File: src/sv/cmp_pkg.sv
// Shared types and constants for the CoAP message parser.
package cmp_pkg;

    // Default and derived sizes.
    localparam int CMP_MAX_DATAGRAM = 256;
    localparam int CFG_W            = 5;
    localparam int TDATA_W          = 80;
    localparam int FIELDS_W         = 73;
    localparam int TUSER_W          = 3;

    // Protocol constants.
    localparam logic [CFG_W-1:0] OPT_LIMIT_RESET = 5'd10;
    localparam logic [1:0]       COAP_VERSION    = 2'b01;
    localparam logic [3:0]       TKL_MAX         = 4'd8;
    localparam logic [7:0]       PAYLOAD_MARKER  = 8'hFF;
    localparam logic [3:0]       NIB_EXT1        = 4'd13;
    localparam logic [3:0]       NIB_EXT2        = 4'd14;
    localparam logic [3:0]       NIB_RESERVED    = 4'hF;
    localparam logic [15:0]      EXT1_BASE       = 16'd13;
    localparam logic [15:0]      EXT2_BASE       = 16'd269;

    // Parser phases.
    typedef enum logic [3:0] {
        PH_H0      = 4'd0,
        PH_H1      = 4'd1,
        PH_H2      = 4'd2,
        PH_H3      = 4'd3,
        PH_TOKEN   = 4'd4,
        PH_OPT     = 4'd5,
        PH_DX1     = 4'd6,
        PH_DX2     = 4'd7,
        PH_LX1     = 4'd8,
        PH_LX2     = 4'd9,
        PH_VALUE   = 4'd10,
        PH_PAYLOAD = 4'd11,
        PH_SKIP    = 4'd12,
        PH_DISCARD = 4'd13
    } cmp_phase_t;

    // Result kinds.
    typedef enum logic [2:0] {
        EV_HEADER   = 3'd0,
        EV_TOKEN    = 3'd1,
        EV_OPTSTART = 3'd2,
        EV_OPTBYTE  = 3'd3,
        EV_PAYLOAD  = 3'd4,
        EV_END      = 3'd5,
        EV_REJECT   = 3'd6
    } cmp_event_kind_t;

    // Reject reasons.
    typedef enum logic [2:0] {
        ERR_NONE      = 3'd0,
        ERR_SHORT     = 3'd1,
        ERR_VERSION   = 3'd2,
        ERR_TKL       = 3'd3,
        ERR_NIBBLE15  = 3'd4,
        ERR_TRUNCATED = 3'd5
    } cmp_error_t;

    // One result item.
    typedef struct packed {
        cmp_event_kind_t event_kind;
        logic [1:0]      msg_type;
        logic [3:0]      token_length;
        logic [7:0]      msg_code;
        logic [15:0]     message_id;
        logic [15:0]     option_number;
        logic [15:0]     option_length;
        logic [7:0]      data_out;
        cmp_error_t      error_code;
        logic            end_of_message;
    } cmp_event_t;

endpackage

File: src/sv/cmp_core.sv
// Per-byte parser: message state registers and the single-pass byte decode.
module cmp_core
    import cmp_pkg::*;
#(
    parameter int MAX_DATAGRAM = CMP_MAX_DATAGRAM
)
(
    input  logic             clk,
    input  logic             rst_n,
    input  logic             in_fire,
    input  logic [7:0]       in_byte,
    input  logic             in_last,
    input  logic [CFG_W-1:0] option_limit,
    output logic             ev_valid,
    output cmp_event_t       ev
);

    localparam int PW = $clog2(MAX_DATAGRAM);

    cmp_phase_t  phase_reg, phase_next, phase_sw;
    logic [PW-1:0] pos_reg, pos_next;
    logic [23:0] hold_reg, hold_next;
    logic [3:0]  token_left_reg, token_left_next;
    logic [15:0] running_reg, running_next;
    logic [3:0]  delta_nib_reg, delta_nib_next;
    logic [3:0]  length_nib_reg, length_nib_next;
    logic [7:0]  ext_reg, ext_next;
    logic [15:0] value_left_reg, value_left_next;
    logic [4:0]  opts_seen_reg, opts_seen_next;
    logic [1:0]  hdr_type_reg, hdr_type_next;
    logic [3:0]  hdr_tkl_reg, hdr_tkl_next;
    logic [7:0]  hdr_code_reg, hdr_code_next;
    logic [15:0] hdr_mid_reg, hdr_mid_next;
    logic [15:0] opt_delta_reg, opt_delta_next;
    logic [15:0] opt_length_reg, opt_length_next;

    logic            active;
    logic            fin;
    logic            sw_has;
    cmp_event_kind_t sw_kind;
    cmp_error_t      sw_err;
    logic [15:0]     sw_num;
    logic [15:0]     sw_len;
    logic [7:0]      sw_data;
    logic            sw_reject;

    assign active    = (phase_reg != PH_DISCARD);
    assign fin       = in_last || (pos_reg == PW'(MAX_DATAGRAM - 1));
    assign sw_reject = sw_has && (sw_kind == EV_REJECT);

    // Next state: decode one byte according to the current phase.
    always_comb
    begin
        logic [15:0] delta_val;
        logic [15:0] length_val;
        logic [15:0] run_sum;
        logic [3:0]  len_nib;
        logic        do_len_stage;
        logic        do_finish;

        delta_val       = 16'd0;
        length_val      = 16'd0;
        run_sum         = 16'd0;
        len_nib         = length_nib_reg;
        do_len_stage    = 1'b0;
        do_finish       = 1'b0;

        phase_sw        = phase_reg;
        hold_next       = hold_reg;
        token_left_next = token_left_reg;
        running_next    = running_reg;
        delta_nib_next  = delta_nib_reg;
        length_nib_next = length_nib_reg;
        ext_next        = ext_reg;
        value_left_next = value_left_reg;
        opts_seen_next  = opts_seen_reg;
        hdr_type_next   = hdr_type_reg;
        hdr_tkl_next    = hdr_tkl_reg;
        hdr_code_next   = hdr_code_reg;
        hdr_mid_next    = hdr_mid_reg;
        opt_delta_next  = opt_delta_reg;
        opt_length_next = opt_length_reg;

        sw_has  = 1'b0;
        sw_kind = EV_HEADER;
        sw_err  = ERR_NONE;
        sw_num  = 16'd0;
        sw_len  = 16'd0;
        sw_data = 8'd0;

        case (phase_reg)
            PH_H0:
            begin
                hold_next = {in_byte, 16'd0};
                phase_sw  = PH_H1;
            end
            PH_H1:
            begin
                hold_next[15:8] = in_byte;
                phase_sw        = PH_H2;
            end
            PH_H2:
            begin
                hold_next[7:0] = in_byte;
                phase_sw       = PH_H3;
            end
            PH_H3:
            begin
                hdr_type_next = hold_reg[21:20];
                hdr_tkl_next  = hold_reg[19:16];
                hdr_code_next = hold_reg[15:8];
                hdr_mid_next  = {hold_reg[7:0], in_byte};
                if (hold_reg[23:22] != COAP_VERSION)
                begin
                    sw_has   = 1'b1;
                    sw_kind  = EV_REJECT;
                    sw_err   = ERR_VERSION;
                    phase_sw = PH_DISCARD;
                end
                else if (hold_reg[19:16] > TKL_MAX)
                begin
                    sw_has   = 1'b1;
                    sw_kind  = EV_REJECT;
                    sw_err   = ERR_TKL;
                    phase_sw = PH_DISCARD;
                end
                else
                begin
                    sw_has          = 1'b1;
                    sw_kind         = EV_HEADER;
                    token_left_next = hold_reg[19:16];
                    phase_sw        = (hold_reg[19:16] != 4'd0) ? PH_TOKEN : PH_OPT;
                end
            end
            PH_TOKEN:
            begin
                sw_has          = 1'b1;
                sw_kind         = EV_TOKEN;
                sw_data         = in_byte;
                token_left_next = token_left_reg - 4'd1;
                if (token_left_reg == 4'd1)
                begin
                    phase_sw = PH_OPT;
                end
            end
            PH_OPT:
            begin
                if (in_byte == PAYLOAD_MARKER)
                begin
                    phase_sw = PH_PAYLOAD;
                end
                else if (opts_seen_reg >= option_limit)
                begin
                    phase_sw = PH_SKIP;
                end
                else if (in_byte[7:4] == NIB_RESERVED || in_byte[3:0] == NIB_RESERVED)
                begin
                    sw_has   = 1'b1;
                    sw_kind  = EV_REJECT;
                    sw_err   = ERR_NIBBLE15;
                    phase_sw = PH_DISCARD;
                end
                else
                begin
                    delta_nib_next  = in_byte[7:4];
                    length_nib_next = in_byte[3:0];
                    len_nib         = in_byte[3:0];
                    if (in_byte[7:4] inside {NIB_EXT1, NIB_EXT2})
                    begin
                        phase_sw = PH_DX1;
                    end
                    else
                    begin
                        delta_val    = {12'd0, in_byte[7:4]};
                        do_len_stage = 1'b1;
                    end
                end
            end
            PH_DX1:
            begin
                if (delta_nib_reg == NIB_EXT1)
                begin
                    delta_val    = EXT1_BASE + {8'd0, in_byte};
                    do_len_stage = 1'b1;
                end
                else
                begin
                    ext_next = in_byte;
                    phase_sw = PH_DX2;
                end
            end
            PH_DX2:
            begin
                delta_val    = EXT2_BASE + {ext_reg, in_byte};
                do_len_stage = 1'b1;
            end
            PH_LX1:
            begin
                if (length_nib_reg == NIB_EXT1)
                begin
                    length_val = EXT1_BASE + {8'd0, in_byte};
                    do_finish  = 1'b1;
                end
                else
                begin
                    ext_next = in_byte;
                    phase_sw = PH_LX2;
                end
            end
            PH_LX2:
            begin
                length_val = EXT2_BASE + {ext_reg, in_byte};
                do_finish  = 1'b1;
            end
            PH_VALUE:
            begin
                sw_has          = 1'b1;
                sw_kind         = EV_OPTBYTE;
                sw_data         = in_byte;
                sw_num          = running_reg;
                sw_len          = opt_length_reg;
                value_left_next = value_left_reg - 16'd1;
                if (value_left_reg == 16'd1)
                begin
                    phase_sw = PH_OPT;
                end
            end
            PH_PAYLOAD:
            begin
                sw_has  = 1'b1;
                sw_kind = EV_PAYLOAD;
                sw_data = in_byte;
            end
            default:
            begin
                // Skipped and discarded bytes change nothing.
            end
        endcase

        // Option delta is settled: go on to the length nibble.
        if (do_len_stage)
        begin
            opt_delta_next = delta_val;
            if (len_nib inside {NIB_EXT1, NIB_EXT2})
            begin
                phase_sw = PH_LX1;
            end
            else
            begin
                length_val = {12'd0, len_nib};
                do_finish  = 1'b1;
            end
        end

        // Option header complete: advance the option number and announce it.
        if (do_finish)
        begin
            run_sum         = running_reg + opt_delta_next;
            running_next    = run_sum;
            opt_length_next = length_val;
            value_left_next = length_val;
            opts_seen_next  = opts_seen_reg + 5'd1;
            sw_has          = 1'b1;
            sw_kind         = EV_OPTSTART;
            sw_num          = run_sum;
            sw_len          = length_val;
            phase_sw        = (length_val != 16'd0) ? PH_VALUE : PH_OPT;
        end

        // The final byte of a datagram ends parsing of this message.
        phase_next = (active && fin) ? PH_DISCARD : phase_sw;
        pos_next   = (active && !fin) ? pos_reg + PW'(1) : pos_reg;
    end

    // Result: the decoded event, with the end-of-datagram checks applied.
    always_comb
    begin
        ev                = '0;
        ev.event_kind     = sw_kind;
        ev.error_code     = sw_err;
        ev.option_number  = sw_num;
        ev.option_length  = sw_len;
        ev.data_out       = sw_data;
        if (fin && !sw_reject)
        begin
            if (phase_sw inside {PH_H1, PH_H2, PH_H3})
            begin
                ev.event_kind    = EV_REJECT;
                ev.error_code    = ERR_SHORT;
                ev.option_number = 16'd0;
                ev.option_length = 16'd0;
                ev.data_out      = 8'd0;
            end
            else if (phase_sw inside {PH_TOKEN, PH_VALUE, PH_DX1, PH_DX2, PH_LX1, PH_LX2})
            begin
                ev.event_kind    = EV_REJECT;
                ev.error_code    = ERR_TRUNCATED;
                ev.option_number = 16'd0;
                ev.option_length = 16'd0;
                ev.data_out      = 8'd0;
            end
            else if (!sw_has)
            begin
                ev.event_kind = EV_END;
            end
        end
        ev.msg_type       = hdr_type_next;
        ev.token_length   = hdr_tkl_next;
        ev.msg_code       = hdr_code_next;
        ev.message_id     = hdr_mid_next;
        ev.end_of_message = fin;
        ev_valid          = in_fire && active && (sw_has || fin);
    end

    // State update; the final byte of a datagram starts a fresh message.
    always_ff @(posedge clk or negedge rst_n)
    begin
        if (!rst_n)
        begin
            phase_reg      <= PH_H0;
            pos_reg        <= '0;
            hold_reg       <= 24'd0;
            token_left_reg <= 4'd0;
            running_reg    <= 16'd0;
            delta_nib_reg  <= 4'd0;
            length_nib_reg <= 4'd0;
            ext_reg        <= 8'd0;
            value_left_reg <= 16'd0;
            opts_seen_reg  <= 5'd0;
            hdr_type_reg   <= 2'd0;
            hdr_tkl_reg    <= 4'd0;
            hdr_code_reg   <= 8'd0;
            hdr_mid_reg    <= 16'd0;
            opt_delta_reg  <= 16'd0;
            opt_length_reg <= 16'd0;
        end
        else if (in_fire && in_last)
        begin
            phase_reg      <= PH_H0;
            pos_reg        <= '0;
            hold_reg       <= 24'd0;
            token_left_reg <= 4'd0;
            running_reg    <= 16'd0;
            delta_nib_reg  <= 4'd0;
            length_nib_reg <= 4'd0;
            ext_reg        <= 8'd0;
            value_left_reg <= 16'd0;
            opts_seen_reg  <= 5'd0;
            hdr_type_reg   <= 2'd0;
            hdr_tkl_reg    <= 4'd0;
            hdr_code_reg   <= 8'd0;
            hdr_mid_reg    <= 16'd0;
            opt_delta_reg  <= 16'd0;
            opt_length_reg <= 16'd0;
        end
        else if (in_fire)
        begin
            phase_reg      <= phase_next;
            pos_reg        <= pos_next;
            hold_reg       <= hold_next;
            token_left_reg <= token_left_next;
            running_reg    <= running_next;
            delta_nib_reg  <= delta_nib_next;
            length_nib_reg <= length_nib_next;
            ext_reg        <= ext_next;
            value_left_reg <= value_left_next;
            opts_seen_reg  <= opts_seen_next;
            hdr_type_reg   <= hdr_type_next;
            hdr_tkl_reg    <= hdr_tkl_next;
            hdr_code_reg   <= hdr_code_next;
            hdr_mid_reg    <= hdr_mid_next;
            opt_delta_reg  <= opt_delta_next;
            opt_length_reg <= opt_length_next;
        end
    end

endmodule

File: src/sv/cmp_out_buf.sv
// Result register with a skid stage, so the input ready comes from a flop.
module cmp_out_buf
    import cmp_pkg::*;
(
    input  logic       clk,
    input  logic       rst_n,
    input  logic       in_valid,
    output logic       in_ready,
    input  cmp_event_t in_event,
    output logic       out_valid,
    input  logic       out_ready,
    output cmp_event_t out_event
);

    logic       main_valid_reg;
    logic       skid_valid_reg;
    cmp_event_t main_reg;
    cmp_event_t skid_reg;
    logic       pop;

    assign pop       = main_valid_reg && out_ready;
    assign in_ready  = !skid_valid_reg;
    assign out_valid = main_valid_reg;
    assign out_event = main_reg;

    // Valid flags of the two entries.
    always_ff @(posedge clk or negedge rst_n)
    begin
        if (!rst_n)
        begin
            main_valid_reg <= 1'b0;
            skid_valid_reg <= 1'b0;
        end
        else if (skid_valid_reg)
        begin
            if (pop)
            begin
                skid_valid_reg <= 1'b0;
            end
        end
        else if (in_valid)
        begin
            if (main_valid_reg && !pop)
            begin
                skid_valid_reg <= 1'b1;
            end
            else
            begin
                main_valid_reg <= 1'b1;
            end
        end
        else if (pop)
        begin
            main_valid_reg <= 1'b0;
        end
    end

    // Payload of the two entries.
    always_ff @(posedge clk)
    begin
        if (skid_valid_reg)
        begin
            if (pop)
            begin
                main_reg <= skid_reg;
            end
        end
        else if (in_valid)
        begin
            if (main_valid_reg && !pop)
            begin
                skid_reg <= in_event;
            end
            else
            begin
                main_reg <= in_event;
            end
        end
    end

endmodule

File: src/sv/coap_message_parser.sv
// Top level of the CoAP message parser: ports, limit register and result buffer.
//
//   Channel  Direction  Signals                        Moves
//   s_*      in         s_tvalid s_tready s_tdata s_tlast   one datagram byte
//   m_*      out        m_tvalid m_tready m_tdata m_tuser m_tlast  one parser event
//   cfg_*    in         cfg_valid cfg_ready cfg_data    option limit write
//
// One byte is taken per cycle while s_tready is high; the single decode pass of
// cmp_core sets its event, if any; it is registered in the result or skid stage.
// Reset puts the parser at the first header byte with an option limit of 10.
// A stalled output holds one event in the result register and one in the skid
// stage; s_tready drops only while the skid stage is full.
module coap_message_parser
    import cmp_pkg::*;
#(
    parameter int MAX_DATAGRAM = CMP_MAX_DATAGRAM
)
(
    input  logic               clk,
    input  logic               rst_n,
    input  logic               s_tvalid,
    output logic               s_tready,
    input  logic [7:0]         s_tdata,   // [7:0] data_byte
    input  logic               s_tlast,
    output logic               m_tvalid,
    input  logic               m_tready,
    // [1:0] msg_type, [5:2] token_length, [13:6] msg_code, [29:14] message_id,
    // [45:30] option_number, [61:46] option_length, [69:62] data_out,
    // [72:70] error_code, [79:73] zero
    output logic [TDATA_W-1:0] m_tdata,
    output logic [TUSER_W-1:0] m_tuser,   // [2:0] event_kind
    output logic               m_tlast,
    input  logic               cfg_valid,
    output logic               cfg_ready,
    input  logic [CFG_W-1:0]   cfg_data
);

    logic [CFG_W-1:0] option_limit_reg;
    logic             in_fire;
    logic             ev_valid;
    cmp_event_t       ev;
    cmp_event_t       out_ev;

    assign in_fire   = s_tvalid && s_tready;
    assign cfg_ready = 1'b1;

    // Option limit register.
    always_ff @(posedge clk or negedge rst_n)
    begin
        if (!rst_n)
        begin
            option_limit_reg <= OPT_LIMIT_RESET;
        end
        else if (cfg_valid && cfg_ready)
        begin
            option_limit_reg <= cfg_data;
        end
    end

    // Byte decode and message state.
    cmp_core #(
        .MAX_DATAGRAM (MAX_DATAGRAM)
    ) u_core (
        .clk          (clk),
        .rst_n        (rst_n),
        .in_fire      (in_fire),
        .in_byte      (s_tdata),
        .in_last      (s_tlast),
        .option_limit (option_limit_reg),
        .ev_valid     (ev_valid),
        .ev           (ev)
    );

    // Result register and skid stage.
    cmp_out_buf u_out_buf (
        .clk       (clk),
        .rst_n     (rst_n),
        .in_valid  (ev_valid),
        .in_ready  (s_tready),
        .in_event  (ev),
        .out_valid (m_tvalid),
        .out_ready (m_tready),
        .out_event (out_ev)
    );

    // Pack the result fields onto the output transfer.
    assign m_tdata = {{(TDATA_W - FIELDS_W){1'b0}},
                      out_ev.error_code,
                      out_ev.data_out,
                      out_ev.option_length,
                      out_ev.option_number,
                      out_ev.message_id,
                      out_ev.msg_code,
                      out_ev.token_length,
                      out_ev.msg_type};
    assign m_tuser = out_ev.event_kind;
    assign m_tlast = out_ev.end_of_message;

    // Input stalls only while an event is waiting at the output.
    a_stall_only_when_full: assert property (@(posedge clk) disable iff (!rst_n)
        !s_tready |-> m_tvalid)
        else $error("input stalled with an empty result register");

    // Reject events carry a reason, all others carry none.
    a_error_matches_kind: assert property (@(posedge clk) disable iff (!rst_n)
        m_tvalid |-> ((out_ev.event_kind == EV_REJECT) == (out_ev.error_code != ERR_NONE)))
        else $error("error code does not match event kind");

    // Option fields are zero outside option events.
    a_option_fields_zero: assert property (@(posedge clk) disable iff (!rst_n)
        (m_tvalid && out_ev.event_kind != EV_OPTSTART && out_ev.event_kind != EV_OPTBYTE)
        |-> (out_ev.option_number == 16'd0 && out_ev.option_length == 16'd0))
        else $error("option fields set outside an option event");

    // A stalled output keeps its event until taken.
    a_output_held: assert property (@(posedge clk) disable iff (!rst_n)
        (m_tvalid && !m_tready) |=> (m_tvalid && $stable(m_tdata) && $stable(m_tuser)))
        else $error("stalled output event changed");

endmodule
File: config.mk
export PLATFORM = sky130hd
export DESIGN_NAME = coap_message_parser
export DESIGN_NICKNAME = d
export VERILOG_FILES = /design/src/sv/cmp_pkg.sv /design/src/sv/cmp_core.sv /design/src/sv/cmp_out_buf.sv /design/src/sv/coap_message_parser.sv
export SDC_FILE = /design/constraint.sdc
export NUM_CORES = 1
export LEC_CHECK = 0
export ABC_AREA = 1
export ABC_CLOCK_PERIOD_IN_PS = 8900
export BUFFER_PORTS_ARGS = -buffer_cell sky130_fd_sc_hd__buf_2
export CORE_MARGIN = 4
export CORE_UTILIZATION = 50
export DETAILED_ROUTE_END_ITERATION = 8
export GPL_ROUTABILITY_DRIVEN = 0
export PLACE_DENSITY = 0.68
export SKIP_LAST_GASP = 1
export SLEW_MARGIN = 25
export SYNTH_ARGS = -nofsm -noshare
export SYNTH_HDL_FRONTEND = slang
export SYNTH_HIERARCHICAL = 1
export SYNTH_SLANG_ARGS = --single-unit
export TNS_END_PERCENT = 1
File: constraint.sdc
create_clock -name clk -period 8.9 [get_ports clk]
set_input_delay 0 -clock clk [delete_from_list [all_inputs] [get_ports clk]]
set_output_delay 0 -clock clk [all_outputs]
set_load 0.02 [all_outputs]
**Word level (Yosys, flattened, before mapping)**

Index checks and enable logic that the tools add are counted.

- Add/sub/neg operators: 7
- Magnitude comparators: 2
- Bitwise gates (word level): 1
- Muxes and demuxes: 138
- Shift operators: 0
- Equality and inequality tests: 45
- Reduce and logical (&&, ||, !) cells: 50
- Div/mod/pow operators: 0
- $mul: 0

Operators by type and width:

| operator | count |
|---|---|
| 16-bit 2-to-1 mux | 27 |
| 77-bit 2-to-1 mux | 4 |
| 4-bit 2-to-1 mux | 37 |
| 43-bit 2-to-1 mux | 3 |
| 8-bit 2-to-1 mux | 12 |
| 4-bit == test, second input constant | 15 |
| 24-bit 2-to-1 mux | 2 |
| 16-bit case mux with 3 select lines | 1 |
| 8-bit case mux with 2 select lines | 3 |
| 3-bit 2-to-1 mux | 14 |
| 4-bit case mux with 9 select lines | 1 |
| 16-bit case mux with 2 select lines | 1 |
| 4-bit by 3-bit == test with 1-bit output, second input constant | 7 |
| 1-bit 2-to-1 mux | 20 |
| 2-bit nonzero test | 9 |
| 3-bit nonzero test | 6 |
| 16-bit adder | 1 |
| 9-bit by 16-bit adder with 16-bit output, first input constant | 1 |
| 16-bit by 1-bit == test with 1-bit output, second input constant | 1 |
| 4-bit by 2-bit == test with 1-bit output, second input constant | 4 |
| 8-bit == test, second input constant | 2 |
| 16-bit nonzero test | 1 |
| 16-bit by 1-bit subtractor with 16-bit output, second input constant | 1 |
| 5-bit 2-to-1 mux | 3 |
| 31 further kinds | 67 |

- Memories: 0
- Bits in registers: 316
- Bits in read-only memories: 0
- Input port bits: 19
- Bits in latches: 0
- Output and inout bits: 87
- Memory bits (writable): 0
- Logic and storage cells: 284

**Longest topological paths before layout**

Gate-level depths: netlist of the first run.

- Depth in word-level cells: 21
- Mapped depth: 32

**Modules after synthesis**

The synthesis of the first run kept the hierarchy.

Modules (own cells, without submodules):

| module | seq. area each (µm²) | cells each | area an instance (µm²) | times used |
|---|---|---|---|---|
| cmp_core | 3878.7 | 1276 | 9705.6 | 1 |
| cmp_out_buf | 4674.5 | 420 | 5709.2 | 1 |
| coap_message_parser | 127.6 | 33 | 262.8 | 1 |

**Worst setup path after synthesis of the first run**

OpenSTA, ideal clock, no wires.

- Kind: register to register
- Start point: register option_limit_reg[3]
- End point: register u_out_buf.main_reg (netlist bit u_out_buf/out_event[0]), enable pin
- Path slack: 2408 ps
- Buffers on the path: 1
- Stages on the path, launching flop included: 20
- Arrival time: 5954 ps
- Path through: dfstp_2 inv_1 ha_1 nand2_1 inv_1 nand2_1 nand2_1 nor2_4 nand2_4 or2_1 buf_6 nand2_8 nand2_2 nand2_4 inv_2 nand4_1 o21ai_0 inv_1 nand2_1 a21oi_1

- Cells in the longest elaborated chain, start to end: 13

Ends and longest elaborated chain:

| element | line | RTL |
|---|---|---|
| from (decl) | coap_message_parser.sv:38 | `logic [CFG_W-1:0] option_limit_reg;` |
| from (signal assigned) | coap_message_parser.sv:56 | `option_limit_reg <= cfg_data;` |
| 5-bit greater-or-equal comparator * | cmp_core.sv:152 | `else if (opts_seen_reg >= option_limit)` |
| 4-bit 2-to-1 mux | cmp_core.sv:152 |  |
| 4-bit 2-to-1 mux | cmp_core.sv:148 | `if (in_byte == PAYLOAD_MARKER)` |
| 4-bit 2-to-1 mux | cmp_core.sv:91 | `case (phase_reg)` |
| 4-bit == test | cmp_core.sv:244 | `if (len_nib inside {NIB_EXT1, NIB_EXT2})` |
| 2-bit nonzero test | cmp_core.sv:244 |  |
| 1-bit 2-to-1 mux | cmp_core.sv:244 |  |
| 1-bit 2-to-1 mux | cmp_core.sv:241 | `if (do_len_stage)` |
| 1-bit 2-to-1 mux * | cmp_core.sv:256 | `if (do_finish)` |
| 1-bit logical OR * | cmp_core.sv:312 | `ev_valid = in_fire && active && (sw_has \|\| fin);` |
| 1-bit logical AND * | cmp_core.sv:312 |  |
| via ev_valid | coap_message_parser.sv:40 | `logic ev_valid;` |
| 2-bit nonzero test (no source line) * | -- |  |
| 3-bit AND reduction (no source line) * | -- |  |
| to (signal assigned) | cmp_out_buf.sv:65 | `main_reg <= skid_reg;` |
| to (signal assigned) | cmp_out_buf.sv:76 | `main_reg <= in_event;` |
| to (decl) | cmp_out_buf.sv:17 | `cmp_event_t main_reg;` |

Mark *: on every way through the listed nets, which the timed path passes. The rest lies on a longest branch.
A chain may end at the register's enable or synchronous reset.

==> impl_metrics.prom, run 1 <==
# TYPE chip_impl_metric gauge
chip_impl_metric{name="worst_slew_pin_slew",unit="ps"} 959.3
chip_impl_metric{name="post_cts_repair_resize_count",unit=""} 0
chip_impl_metric{name="drv_slew",unit=""} 0
chip_impl_metric{name="hold_viol_final",unit=""} 0
chip_impl_metric{name="drt_first_pass_iters",unit=""} 5
chip_impl_metric{name="antenna-diode-count",unit=""} 0
chip_impl_metric{name="area_delta_synth_final",unit="%"} 13.62
chip_impl_metric{name="asyncSetResetFlopFracSynth",unit=""} 0.5127
chip_impl_info{name="tritoncts",value="done"} 1
chip_impl_metric{name="period_share",unit=""} 0.5811
chip_impl_metric{name="syn-cell-area",unit="sq um"} 15680
chip_impl_metric{name="synth.top_cell.area_share",unit=""} 0.2950
chip_impl_metric{name="grt_overflow_total",unit=""} 0
chip_impl_metric{name="cts_inserted_buffers",unit=""} 34
chip_impl_metric{name="clkSinkCount",unit=""} 316
chip_impl_metric{name="number_of_primary_i_o_pins",unit=""} 106
chip_impl_metric{name="layout.cell_area.non_filler",unit="sq um"} 17810
chip_impl_metric{name="final-instance-count-excl-fill",unit=""} 2250
chip_impl_info{name="postSynth.topFlopCell",value="sky130_fd_sc_hd__dfrtp_1"} 1
chip_impl_info{name="worstHoldPathType",value="in -> async"} 1
chip_impl_metric{name="yosysUniqueCellTypes",unit=""} 54
chip_impl_metric{name="post-route-drc-count",unit=""} 0
chip_impl_metric{name="timing.clock.skew",unit="ps"} 15.30
chip_impl_metric{name="drt.antenna.violating_nets",unit=""} 0
chip_impl_info{name="outcome",value="finished, final reports clean"} 1
chip_impl_metric{name="placement.cell_area",unit="sq um"} 16370
chip_impl_info{name="setup.worst_path.end_class",value="flop"} 1
chip_impl_metric{name="yosys_warnings",unit=""} 6
chip_impl_metric{name="dpl.hpwl",unit="um"} 24540
chip_impl_metric{name="ir_drop",unit="mV"} 0.3103
chip_impl_info{name="most-common-layout-cells",value="sky130_fd_sc_hd__nand2_1 (488), sky130_fd_sc_hd__inv_1 (197), sky130_fd_sc_hd__dfrtp_1 (159)"} 1
chip_impl_metric{name="total_routing_resource_utilization_after_global_routing",unit=""} 0.2127
chip_impl_info{name="layout.cells.most_common",value="sky130_fd_sc_hd__nand2_1"} 1
chip_impl_metric{name="fin_crit",unit="ps"} 5172
chip_impl_metric{name="ctsLongestPathBuffers",unit=""} 3
chip_impl_metric{name="htreeDepth",unit=""} 2
chip_impl_metric{name="timing.reg2reg.worst_path_depth",unit=""} 30
chip_impl_info{name="timing.rr.end",value="u_out_buf/out_event[42]$_DFFE_PP_"} 1
chip_impl_metric{name="timing.setup.tns",unit="ps"} 0
chip_impl_metric{name="syn_avg_cell_area",unit="sq um"} 9.067
chip_impl_metric{name="placementRows",unit=""} 64
chip_impl_metric{name="via_per_inst",unit=""} 5.432
chip_impl_info{name="yosysTopAreaCell",value="sky130_fd_sc_hd__edfxtp_1"} 1
chip_impl_metric{name="postRouteWirelength",unit="um"} 36530
chip_impl_metric{name="final_layout_size_suffix_gt1_frac",unit=""} 0.1278
chip_impl_metric{name="wire_length_of_the_first_global_routing_pass",unit="um"} 59240
chip_impl_metric{name="vias",unit=""} 12220
chip_impl_metric{name="dp_slack",unit="ps"} 3789
chip_impl_metric{name="grt_antenna_before_repair",unit=""} 0
chip_impl_metric{name="wl_per_cell",unit="um"} 16.24
chip_impl_metric{name="timing.fmax",unit="MHz"} 193.3
chip_impl_metric{name="die-height",unit="um"} 185.1
chip_impl_metric{name="drt-initial-drc-count",unit=""} 1113
chip_impl_metric{name="dp_cells",unit=""} 2162
chip_impl_metric{name="port_buffers",unit=""} 97
chip_impl_info{name="grt_setup_unrepaired",value="no"} 1
chip_impl_metric{name="r2r_slack",unit="ps"} 3730
chip_impl_metric{name="grt_max_degree",unit=""} 88
chip_impl_metric{name="ys_seq_elements",unit=""} 316
chip_impl_metric{name="whs",unit="ps"} 136.4
chip_impl_metric{name="max-slew-margin-rel",unit=""} 0.3605
chip_impl_metric{name="setup_ws",unit="ps"} 3728
chip_impl_metric{name="setup_viol",unit=""} 0
chip_impl_metric{name="start_util",unit=""} 0.5098
chip_impl_metric{name="power-per-cell-area",unit="nW/um^2"} 319.7
chip_impl_info{name="timing.rr.start",value="option_limit_reg[3]$_DFFE_PN1P_"} 1
chip_impl_metric{name="critical_path_arrival",unit="ps"} 5430
chip_impl_info{name="post_synth_main_area_contributors",value="sky130_fd_sc_hd__edfxtp_1 (29%), sky130_fd_sc_hd__dfrtp_1 (26%), sky130_fd_sc_hd__nand2_1 (12%)"} 1
chip_impl_metric{name="floorplan_die_width",unit="um"} 185.1
chip_impl_metric{name="synth.yosys.seq_area_share",unit=""} 0.5537
chip_impl_info{name="timing.setup.critical_path_class",value="reg -> reg"} 1
chip_impl_metric{name="static-leakage-power",unit="nW"} 8.362
chip_impl_info{name="crit_path_start_kind",value="flop"} 1
chip_impl_metric{name="synth_cells",unit=""} 1729
chip_impl_metric{name="design.die.area",unit="sq um"} 34250
chip_impl_metric{name="critPathMaxStageDelay",unit="ps"} 530
chip_impl_metric{name="via_count_of_the_first_global_routing_pass",unit=""} 11640
chip_impl_metric{name="worst_skew_pair.late_latency",unit="ps"} 510
chip_impl_metric{name="core-area",unit="sq um"} 30750
chip_impl_metric{name="crit_required",unit="ps"} 9160
chip_impl_info{name="root_buffer",value="sky130_fd_sc_hd__clkbuf_16"} 1
chip_impl_metric{name="timing.max_cap.violations",unit=""} 0
chip_impl_metric{name="final_net_count",unit=""} 1875
chip_impl_metric{name="critical_path_peak_fanout",unit=""} 27
chip_impl_metric{name="cts.reportedPaths.clkPinSlew",unit="ps"} 60
chip_impl_metric{name="synth_enable_flop_cells",unit=""} 154
chip_impl_info{name="worst_path_max_delay_cell",value="sky130_fd_sc_hd__dfstp_2"} 1
[logic make-up after synthesis]
kind of cell | synth area share
xor+xnor | 0.01899
buf+inv | 0.07877
simple gates | 0.2062
flops | 0.5537
fa+ha+maj | 0.02283
other cells | 0.0004790
compound gates | 0.1190
[cell usage after synthesis (2+ instances only)]
| cell | instances |
|---|---|
| sky130_fd_sc_hd__xnor2_1 | 6 |
| sky130_fd_sc_hd__conb_1 | 2 |
| sky130_fd_sc_hd__o21ai_1 | 3 |
| sky130_fd_sc_hd__clkbuf_1 | 38 |
| sky130_fd_sc_hd__nand2_4 | 5 |
| sky130_fd_sc_hd__nand4_1 | 8 |
| sky130_fd_sc_hd__buf_2 | 17 |
| sky130_fd_sc_hd__nor2_1 | 91 |
| sky130_fd_sc_hd__dfstp_2 | 2 |
| sky130_fd_sc_hd__a21oi_1 | 51 |
| sky130_fd_sc_hd__buf_1 | 5 |
| sky130_fd_sc_hd__nand2_2 | 7 |
| sky130_fd_sc_hd__or2_1 | 3 |
| sky130_fd_sc_hd__nand3_1 | 75 |
| sky130_fd_sc_hd__a211oi_1 | 3 |
| sky130_fd_sc_hd__inv_2 | 13 |
| sky130_fd_sc_hd__nand2_1 | 488 |
| sky130_fd_sc_hd__nor3_1 | 11 |
| sky130_fd_sc_hd__nand3b_1 | 2 |
| sky130_fd_sc_hd__nor2_4 | 24 |
| sky130_fd_sc_hd__or2_2 | 2 |
| sky130_fd_sc_hd__o21a_1 | 4 |
| sky130_fd_sc_hd__xor2_1 | 28 |
| sky130_fd_sc_hd__ha_1 | 27 |
| sky130_fd_sc_hd__a32o_1 | 10 |
| sky130_fd_sc_hd__nor4_1 | 3 |
| sky130_fd_sc_hd__o22ai_1 | 53 |
| sky130_fd_sc_hd__buf_6 | 5 |
| sky130_fd_sc_hd__o21bai_1 | 4 |
| sky130_fd_sc_hd__a21boi_0 | 4 |
| sky130_fd_sc_hd__a22o_1 | 2 |
| sky130_fd_sc_hd__edfxtp_1 | 154 |
| sky130_fd_sc_hd__buf_4 | 12 |
| sky130_fd_sc_hd__a31oi_1 | 2 |
| sky130_fd_sc_hd__o211ai_1 | 6 |
| sky130_fd_sc_hd__o21ai_0 | 146 |
| sky130_fd_sc_hd__inv_1 | 198 |
| sky130_fd_sc_hd__nor2_2 | 14 |
| sky130_fd_sc_hd__buf_12 | 2 |
| sky130_fd_sc_hd__a22oi_1 | 19 |
| sky130_fd_sc_hd__dfrtp_1 | 160 |
| sky130_fd_sc_hd__o31ai_1 | 8 |
[stage by stage]
stage                     utilization  power (mW)
after floorplan                     -       3.767
after global placement         0.5322       4.178
after detailed placement       0.5323       4.230
after CTS                      0.5791       5.725
after global routing           0.5793       6.059
final                          0.5793       5.694
[final cells by class]
type | count | area, sq um
fillers | 2725 | 12940
flip-flops and latches | 316 | 8682
multi-input cells | 1127 | 5798
clock buffers | 53 | 1059
repair buffers | 136 | 853.3
inverters | 213 | 802.0
well taps | 396 | 495.5
clock inverters | 9 | 122.6
[power by group]
| group | switching, mW | internal, mW | total (mW) |
|---|---|---|---|
| combinational | 1.52 | 0.564 | 2.08 |
| sequential | 0.156 | 1.98 | 2.14 |
| clock | 0.563 | 0.908 | 1.47 |
| total | 2.24 | 3.46 | 5.69 |
[layer usage]
metal  GRT usage  part of all wire  up-vias
met4     0.06224             0.026        0
met2      0.3371              0.46      358
met3     0.03653             0.062       57
met1      0.3047              0.46     5897
li1            -                 -     5909
met5           0                 0        -
[worst max path at each step]
stage	startpoint	end	slack, ps	cells after the start
6_report	option_limit_reg[3]$_DFFE_PN1P_	u_out_buf/out_event[42]$_DFFE_PP_	3730	30
5_1_grt	option_limit_reg[3]$_DFFE_PN1P_	u_out_buf/out_event[42]$_DFFE_PP_	3340	30
4_1_cts	option_limit_reg[3]$_DFFE_PN1P_	u_out_buf/out_event[42]$_DFFE_PP_	3770	30
3_5_place_dp	option_limit_reg[3]$_DFFE_PN1P_	u_out_buf/out_event[42]$_DFFE_PP_	3790	30
3_3_place_gp	option_limit_reg[3]$_DFFE_PN1P_	u_out_buf/out_event[42]$_DFFE_PP_	3890	30
2_1_floorplan	option_limit_reg[3]$_DFFE_PN1P_	u_out_buf/out_event[0]$_DFFE_PP_	2410	19
[critical path: cells and delay by family (launching register included)]
| kind | cells | cell delay (ps) |
|---|---|---|
| and+or+nand+nor | 18 | 2070 |
| xor gates and xnor gates | 1 | 190 |
| DFF | 1 | 530 |
| adders and majority gates | 3 | 930 |
| AOI/OAI and AO/OA | 5 | 1020 |
| buffers and inverters | 3 | 190 |
[what timing repair did]
action	CTS	global route
hold buffers	26	0
hold endpoints to repair	106	0
buffers inserted	0	0
Note: power is estimated with default switching activity, not from simulation.
==> run 2: changes to the inputs <==
--- a/config.mk
+++ b/config.mk
@@ -6,13 +6,13 @@
 export NUM_CORES = 1
 export LEC_CHECK = 0
 export ABC_AREA = 1
-export ABC_CLOCK_PERIOD_IN_PS = 8900
+export ABC_CLOCK_PERIOD_IN_PS = 4500
 export BUFFER_PORTS_ARGS = -buffer_cell sky130_fd_sc_hd__buf_2
 export CORE_MARGIN = 4
 export CORE_UTILIZATION = 50
 export DETAILED_ROUTE_END_ITERATION = 8
 export GPL_ROUTABILITY_DRIVEN = 0
-export PLACE_DENSITY = 0.68
+export PLACE_DENSITY = 0.71
 export SKIP_LAST_GASP = 1
 export SLEW_MARGIN = 25
 export SYNTH_ARGS = -nofsm -noshare
==> constraint.sdc (replaced) <==
create_clock -name clk -period 4.5 [get_ports clk]
set_input_delay 0 -clock clk [delete_from_list [all_inputs] [get_ports clk]]
set_output_delay 0 -clock clk [all_outputs]
set_load 0.02 [all_outputs]
==> run 2 against run 1 <==
The run now ends with negative hold slack left. Cell area up 1.3%. Total power grew 95%. Sequential power up 98%. Clock skew hardly changed. Hold slack got worse by 150 ps. Critical path depth stayed put. Maximum frequency is 22% higher. Routed wire length increased by 1.8%. Utilization rose by 0.74 points. Clock-buffer cell count shrank 12. First-iteration DRC count rose by 1.7%. Die area is the same.
==> impl_metrics.prom, run 2 (synthesis gave the netlist of run 1 again) <==
# TYPE chip_impl_metric gauge
chip_impl_info{name="outcome",value="complete, but fails checks"} 1
chip_impl_info{name="failed_checks",value="negative hold slack"} 1
chip_impl_metric{name="setup_ws",unit="ps"} 266.3
chip_impl_info{name="setup.worst_path.end_class",value="flop"} 1
chip_impl_metric{name="timing.max_cap.violations",unit=""} 0
chip_impl_metric{name="drt.antenna.violating_nets",unit=""} 0
chip_impl_metric{name="drt-initial-drc-count",unit=""} 1132
chip_impl_metric{name="final_layout_size_suffix_gt1_frac",unit=""} 0.1556
chip_impl_metric{name="core-area",unit="sq um"} 30750
chip_impl_metric{name="placement.cell_area",unit="sq um"} 16690
chip_impl_metric{name="fin_crit",unit="ps"} 4234
chip_impl_metric{name="setup_viol",unit=""} 0
chip_impl_metric{name="grt_max_degree",unit=""} 81
chip_impl_info{name="layout.cells.most_common",value="sky130_fd_sc_hd__nand2_1"} 1
chip_impl_info{name="worstHoldPathType",value="in -> async"} 1
chip_impl_metric{name="area_delta_synth_final",unit="%"} 15.06
chip_impl_metric{name="placementRows",unit=""} 64
chip_impl_metric{name="dp_slack",unit="ps"} -153.7
chip_impl_metric{name="via_count_of_the_first_global_routing_pass",unit=""} 11900
chip_impl_metric{name="number_of_primary_i_o_pins",unit=""} 106
chip_impl_metric{name="static-leakage-power",unit="nW"} 8.462
chip_impl_metric{name="timing.clock.skew",unit="ps"} 15.43
chip_impl_metric{name="wl_per_cell",unit="um"} 16.27
chip_impl_metric{name="cell_internal_pwr",unit="mW"} 6.659
chip_impl_metric{name="start_util",unit=""} 0.5098
chip_impl_metric{name="period_share",unit=""} 0.9408
chip_impl_metric{name="layout.cell_area.non_filler",unit="sq um"} 18040
chip_impl_metric{name="ff_latch_area",unit="sq um"} 8682
chip_impl_metric{name="postRouteWirelength",unit="um"} 37190
chip_impl_metric{name="antenna-diode-count",unit=""} 0
chip_impl_metric{name="clkSinkCount",unit=""} 316
chip_impl_metric{name="total_switching_power",unit="mW"} 4.455
chip_impl_info{name="timing.rr.start",value="option_limit_reg[3]$_DFFE_PN1P_"} 1
chip_impl_info{name="timing.rr.end",value="u_out_buf/out_event[42]$_DFFE_PP_"} 1
chip_impl_metric{name="report.power.total",unit="mW"} 11.11
chip_impl_metric{name="ir_drop",unit="mV"} 0.3752
chip_impl_info{name="root_buffer",value="sky130_fd_sc_hd__clkbuf_16"} 1
chip_impl_metric{name="floorplan_die_width",unit="um"} 185.1
chip_impl_info{name="critPathCapture",value="u_out_buf/out_event[42]$_DFFE_PP_"} 1
chip_impl_metric{name="crit_required",unit="ps"} 4810
chip_impl_info{name="most-common-layout-cells",value="sky130_fd_sc_hd__nand2_1 (487), sky130_fd_sc_hd__inv_1 (196), sky130_fd_sc_hd__dfrtp_1 (159)"} 1
chip_impl_metric{name="multi_input_comb_area",unit="sq um"} 5906
chip_impl_metric{name="die-height",unit="um"} 185.1
chip_impl_metric{name="timing.setup.tns",unit="ps"} 0
chip_impl_metric{name="port_buffers",unit=""} 97
chip_impl_metric{name="timing.fmax",unit="MHz"} 236.2
chip_impl_metric{name="worst_skew_pair.late_latency",unit="ps"} 560
chip_impl_metric{name="timing.reg2reg.worst_path_depth",unit=""} 30
chip_impl_metric{name="share_clk_of_total_power",unit=""} 0.221
chip_impl_metric{name="switching_share",unit=""} 0.4009
chip_impl_metric{name="cts.reportedPaths.clkPinSlew",unit="ps"} 60
chip_impl_metric{name="critical_path_arrival",unit="ps"} 4550
chip_impl_metric{name="worst_slew_pin_slew",unit="ps"} 894.0
chip_impl_metric{name="max-slew-margin-rel",unit=""} 0.4040
chip_impl_metric{name="drt_first_pass_iters",unit=""} 5
chip_impl_metric{name="grt_overflow_total",unit=""} 0
chip_impl_info{name="timing.setup.critical_path_class",value="reg -> reg"} 1
chip_impl_metric{name="via_per_inst",unit=""} 5.373
chip_impl_metric{name="whs",unit="ps"} -11.43
chip_impl_metric{name="power-per-cell-area",unit="nW/um^2"} 616.1
chip_impl_info{name="cpLargestDelayFamily",value="simple AND/OR/NAND/NOR gates"} 1
chip_impl_metric{name="fillerInstances",unit=""} 2667
chip_impl_metric{name="cts_inserted_buffers",unit=""} 31
chip_impl_metric{name="dpl.hpwl",unit="um"} 25570
chip_impl_metric{name="post-route-drc-count",unit=""} 0
chip_impl_info{name="tritoncts",value="done"} 1
chip_impl_metric{name="final_net_count",unit=""} 1912
chip_impl_metric{name="ctsLongestPathBuffers",unit=""} 3
chip_impl_info{name="critical_path.startpoint",value="option_limit_reg[3]$_DFFE_PN1P_"} 1
chip_impl_metric{name="p_seq_frac",unit=""} 0.381
chip_impl_metric{name="drv_slew",unit=""} 0
chip_impl_metric{name="vias",unit=""} 12280
chip_impl_metric{name="share_comb_of_total_power",unit=""} 0.398
chip_impl_metric{name="hold_viol_final",unit=""} 2
chip_impl_metric{name="total_routing_resource_utilization_after_global_routing",unit=""} 0.2150
chip_impl_info{name="worst_path_max_delay_cell",value="sky130_fd_sc_hd__dfstp_2"} 1
chip_impl_metric{name="dp_cells",unit=""} 2199
chip_impl_info{name="crit_path_start_kind",value="flop"} 1
chip_impl_metric{name="critical_path_peak_fanout",unit=""} 7
chip_impl_metric{name="htreeDepth",unit=""} 1
chip_impl_metric{name="r2r_slack",unit="ps"} 270
chip_impl_metric{name="critPathMaxStageDelay",unit="ps"} 530
chip_impl_metric{name="grt_antenna_before_repair",unit=""} 1
chip_impl_metric{name="final-instance-count-excl-fill",unit=""} 2285
chip_impl_metric{name="fin_util",unit=""} 0.5866
chip_impl_metric{name="total_buffers_and_inverters_traversed_by_the_critical_path",unit=""} 3
chip_impl_metric{name="cp.depth",unit=""} 30
chip_impl_metric{name="wire_length_of_the_first_global_routing_pass",unit="um"} 59990
chip_impl_metric{name="design.die.area",unit="sq um"} 34250
==> run 2: routing by layer <==
metal  up-vias  part of all wire  track usage  wire [um]
met2       381              0.46       0.3462      17180
met5         -           0.00019            0          7
met4         2             0.025      0.06078        915
met1      5848              0.44       0.3050      16470
met3        75             0.070      0.03496       2607
li1       5971                 -            -          -
==> run 2: what timing repair did <==
item / CTS / global route
gates cloned: 0 / 0
hold buffers: 25 / 0
setup buffers: 4 / 0
resized for setup: 5 / 28
pin swaps: 3 / 11
hold endpoints to repair: 93 / 0
endpoints found under the setup margin: 7 / 14
==> run 2: worst min-delay path by stage <==
stage,start,to,slack [ps]
global placement,rst_n,option_limit_reg[0]$_DFFE_PN0P_,30
global route,s_tdata[0],u_core/hdr_mid_reg[0]$_DFFE_PN0N_,50
finish,rst_n,option_limit_reg[0]$_DFFE_PN0P_,-10
detailed placement,rst_n,option_limit_reg[0]$_DFFE_PN0P_,40
CTS,s_tdata[0],u_core/hdr_mid_reg[0]$_DFFE_PN0N_,7
floorplan,rst_n,option_limit_reg[0]$_DFFE_PN0P_,-300
==> run 2: cell type report <==
class,instances,area share
Clock buffer,41,0.04564
Clock inverter,16,0.007352
Inverter,213,0.04446
Multi-Input combinational cell,1127,0.3274
Sequential cell,316,0.4813
Tap cell,396,0.02747
Timing Repair Buffer,176,0.06638
==> run 2: power by group through the flow <==
stage	logic, mW	clock network (mW)	registers, mW
2_1_floorplan	2.84	0	4.58
3_3_place_gp	4.25	0	4.26
3_5_place_dp	4.35	0	4.28
4_1_cts	4.40	2.51	4.23
5_1_grt	4.89	2.64	4.30
6_report	4.42	2.46	4.23
